File: config.mk
export PLATFORM = sky130hd
export DESIGN_NAME = gpio_port_with_lock_sequence
export DESIGN_NICKNAME = d
export VERILOG_FILES = /design/src/design/gpiolk_pkg.sv /design/src/design/gpiolk_lock.sv /design/src/design/gpiolk_regs.sv /design/src/design/gpio_port_with_lock_sequence.sv
export SDC_FILE = /design/constraint.sdc
export NUM_CORES = 1
export LEC_CHECK = 0
export ABC_AREA = 1
export BUFFER_PORTS_ARGS = -buffer_cell sky130_fd_sc_hd__clkbuf_2
export CAP_MARGIN = 5
export CORE_MARGIN = 2
export CORE_UTILIZATION = 38
export DETAILED_ROUTE_END_ITERATION = 8
export SLEW_MARGIN = 5
export SYNTH_ARGS = -nofsm -noshare
export SYNTH_HDL_FRONTEND = slang
export SYNTH_SLANG_ARGS = --single-unit
File: constraint.sdc
create_clock -name clk -period 2.9 [get_ports clk]
set_input_delay 0 -clock clk [delete_from_list [all_inputs] [get_ports clk]]
set_output_delay 0 -clock clk [all_outputs]
set_load 0.05 [all_outputs]
File: src/design/gpiolk_pkg.sv
// Shared types and constants for the GPIO port with configuration lock.
// Used by gpiolk_lock, gpiolk_regs and gpio_port_with_lock_sequence.
// No dependencies.
`default_nettype none

package gpiolk_pkg;

    // Port geometry
    localparam int PIN_COUNT     = 16;
    localparam int PIN_W         = 16;
    localparam int DATA_W        = 32;
    localparam int NIBBLE_W      = 4;
    localparam int PINS_PER_WORD = 8;
    localparam int KEY_BIT       = 16;

    localparam logic [PIN_W-1:0]  PIN_MASK  = PIN_W'((33'd1 << PIN_COUNT) - 33'd1);
    localparam logic [DATA_W-1:0] CFG_RESET = 32'h4444_4444;

    // Access kind
    typedef enum logic
    {
        CMD_READ  = 1'b0,
        CMD_WRITE = 1'b1
    } cmd_t;

    // Register map
    typedef enum logic [2:0]
    {
        SEL_CFG_LOW  = 3'd0,
        SEL_CFG_HIGH = 3'd1,
        SEL_INPUT    = 3'd2,
        SEL_OUTPUT   = 3'd3,
        SEL_SET_RST  = 3'd4,
        SEL_RESET    = 3'd5,
        SEL_LOCK     = 3'd6
    } reg_sel_t;

    // One bus access as held in the input register
    typedef struct packed
    {
        logic              cmd;
        logic [2:0]        sel;
        logic [DATA_W-1:0] wdata;
        logic [PIN_W-1:0]  levels;
    } access_t;

    // Request into the lock sequencer
    typedef struct packed
    {
        logic             rd;
        logic             wr;
        logic             key;
        logic [PIN_W-1:0] pattern;
    } lock_req_t;

    // Lock register contents
    typedef struct packed
    {
        logic             key;
        logic [PIN_W-1:0] bits;
    } lock_stat_t;

endpackage

`default_nettype wire

File: src/design/gpiolk_lock.sv
// Lock register and key sequencer of the GPIO port.
// Depends on gpiolk_pkg.
`default_nettype none

module gpiolk_lock
(
    input  wire logic                   clk,
    input  wire logic                   rst_n,
    input  gpiolk_pkg::lock_req_t       req,
    output gpiolk_pkg::lock_stat_t      stat,
    output gpiolk_pkg::lock_stat_t      stat_next
);
    import gpiolk_pkg::*;

    typedef enum logic [1:0]
    {
        STEP_IDLE,
        STEP_ARMED,
        STEP_CONFIRM,
        STEP_READY
    } step_t;

    step_t            step_reg;
    step_t            step_next;
    logic [PIN_W-1:0] pattern_reg;
    logic [PIN_W-1:0] pattern_next;
    logic [PIN_W-1:0] bits_reg;
    logic [PIN_W-1:0] bits_next;
    logic             key_reg;
    logic             key_next;
    logic [PIN_W-1:0] pat;
    logic             same;

    assign pat  = req.pattern & PIN_MASK;
    assign same = (pat == pattern_reg);

    // Advance the key sequence; an out-of-order write re-arms it (key set) or drops it, and a read ends it
    always_comb
    begin
        step_next    = step_reg;
        pattern_next = pattern_reg;
        bits_next    = bits_reg;
        key_next     = key_reg;
        if (req.wr && !key_reg)
        begin
            bits_next = pat;
            if (step_reg == STEP_ARMED && !req.key && same)
            begin
                step_next = STEP_CONFIRM;
            end
            else if (step_reg == STEP_CONFIRM && req.key && same)
            begin
                step_next = STEP_READY;
            end
            else if (req.key)
            begin
                step_next    = STEP_ARMED;
                pattern_next = pat;
            end
            else
            begin
                step_next = STEP_IDLE;
            end
        end
        if (req.rd && !key_reg)
        begin
            if (step_reg == STEP_READY)
            begin
                key_next = 1'b1;
            end
            step_next = STEP_IDLE;
        end
    end

    // Hold sequencer state and lock contents
    always_ff @(posedge clk or negedge rst_n)
    begin
        if (!rst_n)
        begin
            step_reg    <= STEP_IDLE;
            pattern_reg <= '0;
            bits_reg    <= '0;
            key_reg     <= 1'b0;
        end
        else
        begin
            step_reg    <= step_next;
            pattern_reg <= pattern_next;
            bits_reg    <= bits_next;
            key_reg     <= key_next;
        end
    end

    assign stat.key       = key_reg;
    assign stat.bits      = bits_reg;
    assign stat_next.key  = key_next;
    assign stat_next.bits = bits_next;

endmodule

`default_nettype wire

File: src/design/gpiolk_regs.sv
// Configuration and output data registers of the GPIO port, with read mux.
// Depends on gpiolk_pkg; takes lock status from gpiolk_lock.
`default_nettype none

module gpiolk_regs
(
    input  wire logic                          clk,
    input  wire logic                          rst_n,
    input  wire logic                          fire,
    input  gpiolk_pkg::access_t                acc,
    input  gpiolk_pkg::lock_stat_t             lock,
    output logic [gpiolk_pkg::DATA_W-1:0]      read_data,
    output logic [gpiolk_pkg::PIN_W-1:0]       pins_next
);
    import gpiolk_pkg::*;

    logic [DATA_W-1:0] cfg_low_reg;
    logic [DATA_W-1:0] cfg_low_next;
    logic [DATA_W-1:0] cfg_high_reg;
    logic [DATA_W-1:0] cfg_high_next;
    logic [PIN_W-1:0]  out_reg;
    logic [DATA_W-1:0] keep_low;
    logic [DATA_W-1:0] keep_high;
    logic [PIN_W-1:0]  set_bits;
    logic [PIN_W-1:0]  clr_bits;

    assign set_bits = acc.wdata[PIN_W-1:0];
    assign clr_bits = acc.wdata[DATA_W-1:PIN_W];

    // Freeze the nibbles of locked pins once the key is active
    always_comb
    begin
        for (int i = 0; i < PINS_PER_WORD; i++)
        begin
            keep_low[NIBBLE_W*i +: NIBBLE_W]  = {NIBBLE_W{lock.key & lock.bits[i]}};
            keep_high[NIBBLE_W*i +: NIBBLE_W] =
                {NIBBLE_W{lock.key & lock.bits[i+PINS_PER_WORD]}};
        end
    end

    // Read-modify-write of the register selected by the access
    always_comb
    begin
        cfg_low_next  = cfg_low_reg;
        cfg_high_next = cfg_high_reg;
        pins_next     = out_reg;
        read_data     = '0;
        if (acc.cmd == CMD_READ)
        begin
            case (acc.sel)
                SEL_CFG_LOW:  read_data = cfg_low_reg;
                SEL_CFG_HIGH: read_data = cfg_high_reg;
                SEL_INPUT:    read_data = {{(DATA_W-PIN_W){1'b0}}, acc.levels & PIN_MASK};
                SEL_OUTPUT:   read_data = {{(DATA_W-PIN_W){1'b0}}, out_reg};
                SEL_LOCK:     read_data = {{(DATA_W-PIN_W-1){1'b0}}, lock.key, lock.bits};
                default:      read_data = '0;
            endcase
        end
        else
        begin
            case (acc.sel)
                SEL_CFG_LOW:
                begin
                    cfg_low_next = (cfg_low_reg & keep_low) | (acc.wdata & ~keep_low);
                end
                SEL_CFG_HIGH:
                begin
                    cfg_high_next = (cfg_high_reg & keep_high) | (acc.wdata & ~keep_high);
                end
                SEL_OUTPUT:  pins_next = set_bits & PIN_MASK;
                SEL_SET_RST: pins_next = ((out_reg & ~clr_bits) | set_bits) & PIN_MASK;
                SEL_RESET:   pins_next = out_reg & ~set_bits;
                default:     pins_next = out_reg;
            endcase
        end
    end

    // Commit register updates when the access passes
    always_ff @(posedge clk or negedge rst_n)
    begin
        if (!rst_n)
        begin
            cfg_low_reg  <= CFG_RESET;
            cfg_high_reg <= CFG_RESET;
            out_reg      <= '0;
        end
        else if (fire)
        begin
            cfg_low_reg  <= cfg_low_next;
            cfg_high_reg <= cfg_high_next;
            out_reg      <= pins_next;
        end
    end

endmodule

`default_nettype wire

File: src/design/gpio_port_with_lock_sequence.sv
// Top level of the sixteen-pin GPIO port with configuration lock.
// Depends on gpiolk_pkg, gpiolk_regs and gpiolk_lock.
//
// Each input item is one register access (read or write); each produces exactly one
// result item carrying the read word, the output pin levels and the lock status after
// the access. The block takes one item per clock cycle while the output is not stalled;
// an item is held in the input register, passes through the read-modify-write logic,
// and lands in the result register, where it is offered until the output takes it.
// A stalled output holds the result while one more item waits in the input register.
// Once the lock key is active, the lock register and the configuration nibbles of
// locked pins are frozen until reset.
`default_nettype none

module gpio_port_with_lock_sequence
(
    input  wire logic        clk,
    input  wire logic        rst_n,
    input  wire logic        s_tvalid,
    output logic             s_tready,
    input  wire logic [47:0] s_tdata,   // write_data[31:0], pin_levels[47:32]
    input  wire logic [3:0]  s_tuser,   // cmd[0], reg_select[3:1]
    output logic             m_tvalid,
    input  wire logic        m_tready,
    output logic [55:0]      m_tdata    // read_data[31:0], pins_out[47:32], lock_active[48]
);
    import gpiolk_pkg::*;

    logic              in_valid_reg;
    access_t           acc_reg;
    logic              out_valid_reg;
    logic [55:0]       out_data_reg;
    logic              adv;
    lock_req_t         lock_req;
    lock_stat_t        lock_stat;
    lock_stat_t        lock_stat_next;
    logic [DATA_W-1:0] read_data;
    logic [PIN_W-1:0]  pins_next;

    // Move an item forward when the result register is free or being drained
    assign adv      = in_valid_reg && (!out_valid_reg || m_tready);
    assign s_tready = !in_valid_reg || adv;
    assign m_tvalid = out_valid_reg;
    assign m_tdata  = out_data_reg;

    // Route lock register accesses to the sequencer
    assign lock_req.rd      = adv && (acc_reg.cmd == CMD_READ) && (acc_reg.sel == SEL_LOCK);
    assign lock_req.wr      = adv && (acc_reg.cmd == CMD_WRITE) && (acc_reg.sel == SEL_LOCK);
    assign lock_req.key     = acc_reg.wdata[KEY_BIT];
    assign lock_req.pattern = acc_reg.wdata[PIN_W-1:0];

    gpiolk_lock u_lock
    (
        .clk       (clk),
        .rst_n     (rst_n),
        .req       (lock_req),
        .stat      (lock_stat),
        .stat_next (lock_stat_next)
    );

    gpiolk_regs u_regs
    (
        .clk       (clk),
        .rst_n     (rst_n),
        .fire      (adv),
        .acc       (acc_reg),
        .lock      (lock_stat),
        .read_data (read_data),
        .pins_next (pins_next)
    );

    // Input register: hold the accepted item
    always_ff @(posedge clk or negedge rst_n)
    begin
        if (!rst_n)
        begin
            in_valid_reg <= 1'b0;
        end
        else if (s_tready)
        begin
            in_valid_reg <= s_tvalid;
        end
    end

    always_ff @(posedge clk)
    begin
        if (s_tready && s_tvalid)
        begin
            acc_reg.cmd    <= s_tuser[0];
            acc_reg.sel    <= s_tuser[3:1];
            acc_reg.wdata  <= s_tdata[31:0];
            acc_reg.levels <= s_tdata[47:32];
        end
    end

    // Result register: load on advance, drop when taken
    always_ff @(posedge clk or negedge rst_n)
    begin
        if (!rst_n)
        begin
            out_valid_reg <= 1'b0;
        end
        else if (adv)
        begin
            out_valid_reg <= 1'b1;
        end
        else if (m_tready)
        begin
            out_valid_reg <= 1'b0;
        end
    end

    always_ff @(posedge clk)
    begin
        if (adv)
        begin
            out_data_reg <= {7'b0, lock_stat_next.key, pins_next, read_data};
        end
    end

    // Once active, the key never drops before reset
    a_key_sticky: assert property (@(posedge clk) disable iff (!rst_n)
        lock_stat.key |=> lock_stat.key)
        else $error("lock key dropped while active");

    // Locked state freezes the lock pattern
    a_bits_frozen: assert property (@(posedge clk) disable iff (!rst_n)
        lock_stat.key |=> $stable(lock_stat.bits))
        else $error("lock bits changed while key active");

    // A lock read with the key inactive reports the key bit as zero
    a_key_read_zero: assert property (@(posedge clk) disable iff (!rst_n)
        (lock_req.rd && !lock_stat.key) |=> !m_tdata[KEY_BIT])
        else $error("lock read returned key set before activation");

    // Pin data above the pin count stays clear
    a_pin_range: assert property (@(posedge clk) disable iff (!rst_n)
        m_tvalid |-> ((m_tdata[47:32] & ~PIN_MASK) == '0))
        else $error("output pins beyond pin count set");

endmodule

`default_nettype wire
==> implementation parameters <==
Parameter                              Value

Yosys
  Post-synthesis cell type count ... 31
  Number of enable-type register cells in the synthesized netlist ... 101
  Cells after synthesis ... 927
  Flip-flop and latch count after synthesis ... 218
  Post-synthesis instance area ... 9200 sq um
  Top post-synthesis cells by area ... edfxtp_1 (33%), dfrtp_1 (27%), nand2_1 (11%)
  Per-instance average area after synthesis ... 9.93 sq um
  Post-synth top flop ... edfxtp_1
  Share of async-settable or async-resettable flops after synthesis ... 0.537
  Fraction of synthesized cell area taken by the top area cell type ... 0.330
  Most used standard cell by instance count after synthesis ... nand2_1
  Largest area contributor in the synthesized netlist ... edfxtp_1
  Synth cell count leaders ... nand2_1 (276), inv_1 (113), dfrtp_1 (101), edfxtp_1 (101), o21ai_0 (78)
  Register area share after synthesis ... 0.650
  Count of synthesis-stage warnings from yosys ... 0

Run
  Number of max-cap violations ... 0

Clocking
  Post-CTS clock slew at the launch and capture registers of the worst setup and hold paths ... 60 ps
  Post-CTS repair timing setup buffer count ... 0
  Clock latency at the later pin of the worst-skew pair ... 530 ps
  Clock sinks ... 218
  Hold bufs inserted after CTS ... 57
  Maximum buffer depth of the clock tree ... 3
  CTS H-tree lvls ... 1
  TritonCTS buffer count ... 24
  Resize count post-CTS ... 0
  Root buffer selected by CTS ... clkbuf_16
  Clock tree from TritonCTS ... yes

Worst setup path
  Path type of the worst setup path ... flop to flop
  Launch instance of the worst register-to-register path ... acc_reg[50]
  Arrival time at the worst endpoint ... 2480 ps
  Category of the worst setup path launch point ... flop
  CP Data Required Time ... 3290 ps
  Kind of end point of the critical path ... flop
  Crit-path max FO ... 19
  Reg2reg path depth ... 7
  Launch point of the worst path ... acc_reg[50]
  Worst R2R Setup Slack ... 810 ps

Finish
  Ratio of cells with drive above 1 in the final layout ... 0.178
  Antenna Cells ... 0
  Area Growth Syn to Fin ... 24.6%
  Number of nets in the layout ... 1,166

Die
  CORE AREA ... 23,600 sq um
  Die height ... 160 um
  Die extent in x ... 160 um
  I/O pins ... 114
  Number of placement rows ... 56
  Initial core utilization ... 0.390
  Area enclosed by the die boundary ... 25,500 sq um

STA
  Total count of hold-check failures in the final report ... 0
  Clock Skew ... 24.1 ps
  Transition time at the pin with the least slew margin ... 848 ps
  Worst-case headroom to the max-slew limit ... 0.435
  Shortest period the worst path allows ... 2090 ps
  Max-slew violation count ... 0
  Max Fclk ... 0.478 GHz
  Setup violators final ... 0
  Unrepaired setup endpoints after global routing ... no
  Minimum hold slack ... 77.0 ps
  Accumulated negative setup slack ... 0 ps
  Period utilization ... 0.721

Detailed routing
  Avg WL per Cell ... 17.0 um
  Total length of routed wires ... 24,600 um
  Final routed DRC violation total ... 0
  Number of detailed-routing iterations run before antenna repair ... 5
  Detailed-route vias per instance ... 4.93
  Number of nets with antenna violations after detailed routing ... 0
  Total number of vias ... 7,133
  Number of DRC violations after detailed-routing iteration 0 ... 645

Hold path
  Class of the tightest hold or removal check ... input pin to asynchronous set/reset pin

Global route
  Global-route total usage across every layer ... 0.196
  GR Overflow Total ... 0
  Pin count of the biggest net entering global routing ... 66
  First-pass GRT wire length ... 39,300 um
  Via count of the first global-routing pass ... 6,999
  Initial antenna violation count ... 0

Power and ir drop
  Power density cells ... 756 nW/um^2
  Leakage power of the design ... 5.10 nW
  Worst ir drop on vdd ... 0.000397 V

Placed design
  Placer Congestion ... 0.807
  Final HPWL from detailed placement ... 16,500 um
  Count of input and output buffers ... 106

Run status
  Status ... complete, no violations
==> critical path: stages, from the launching register on <==
cell	delay [ps]
edfxtp_1	450
inv_2	130
buf_4	260
nand2_1	120
nor2_2	440
o21ai_1	330
nand2_1	140
o21ai_0	80
==> stage by stage <==
stage	cell area [sq um]	std cells	power [mW]	utilization	worst slack [ps]
finish	11500	1447	8.66	0.486	808
global route	11500	1447	9.08	0.486	632
CTS	11500	1447	8.73	0.486	817
detailed placement	10100	1346	5.75	0.430	847
global placement	10100	1346	5.72	0.430	887
floorplan	9230	933	5.29	-	71.8
==> layout by cell type (no fill, tap or decap), types with 3 or more instances in the layout <==
cell and count:
dfrtp_1 101, o22ai_1 49, xnor2_1 4, clkinv_2 8, o21ai_0 78, dfstp_2 16, inv_1 112, dlygate4sd3_1 57
buf_4 25, inv_2 5, a21oi_1 32, nand3_2 3, edfxtp_1 101, o21ai_1 34, clkinv_1 4, nand2_1 276
nor2_1 27, nand4_1 17, nand3_1 21, clkbuf_1 5, conb_1 7, clkbuf_2 105, clkbuf_16 24
==> report_power, final <==
part           switching [mW]  total, mW  internal, mW
Sequential              0.350       4.27          3.92
Clock                    1.23       2.89          1.67
Combinational            1.04       1.50         0.455
==> final cells by class <==
type / count / area (sq um)
Clock buffer: 31 / 647
Clock inverter: 13 / 103
Fill cell: 2206 / 12100
Inverter: 119 / 447
Multi-Input combinational cell: 559 / 2590
Sequential cell: 218 / 5980
Tap cell: 319 / 399
Timing Repair Buffer: 188 / 1300
==> how the worst min path moves through the flow <==
stage / start / to / cells past startpoint
floorplan: rst_n / asynchronous set/reset pin / 0
global placement: rst_n / asynchronous set/reset pin / 1
detailed placement: rst_n / asynchronous set/reset pin / 1
CTS: rst_n / asynchronous set/reset pin / 2
global route: rst_n / asynchronous set/reset pin / 2
finish: rst_n / asynchronous set/reset pin / 2
==> kinds of logic (layout without fill, tap and decap cells) <==
family          count (synthesis)  in the layout  synth area share
xor+xnor                        4              4           0.00381
compound gates                196            196             0.115
other cells                     1              7          0.000408
flops                         218            218             0.650
buf+inv                       156            351            0.0714
simple gates                  352            352             0.159
==> per-layer routing <==
layer,routed length (um),global-route usage
met1,11200,0.279
met2,11500,0.317
met3,1290,0.0260
met4,677,0.0537
met5,0,0
Power figures use the tool's default switching activity.
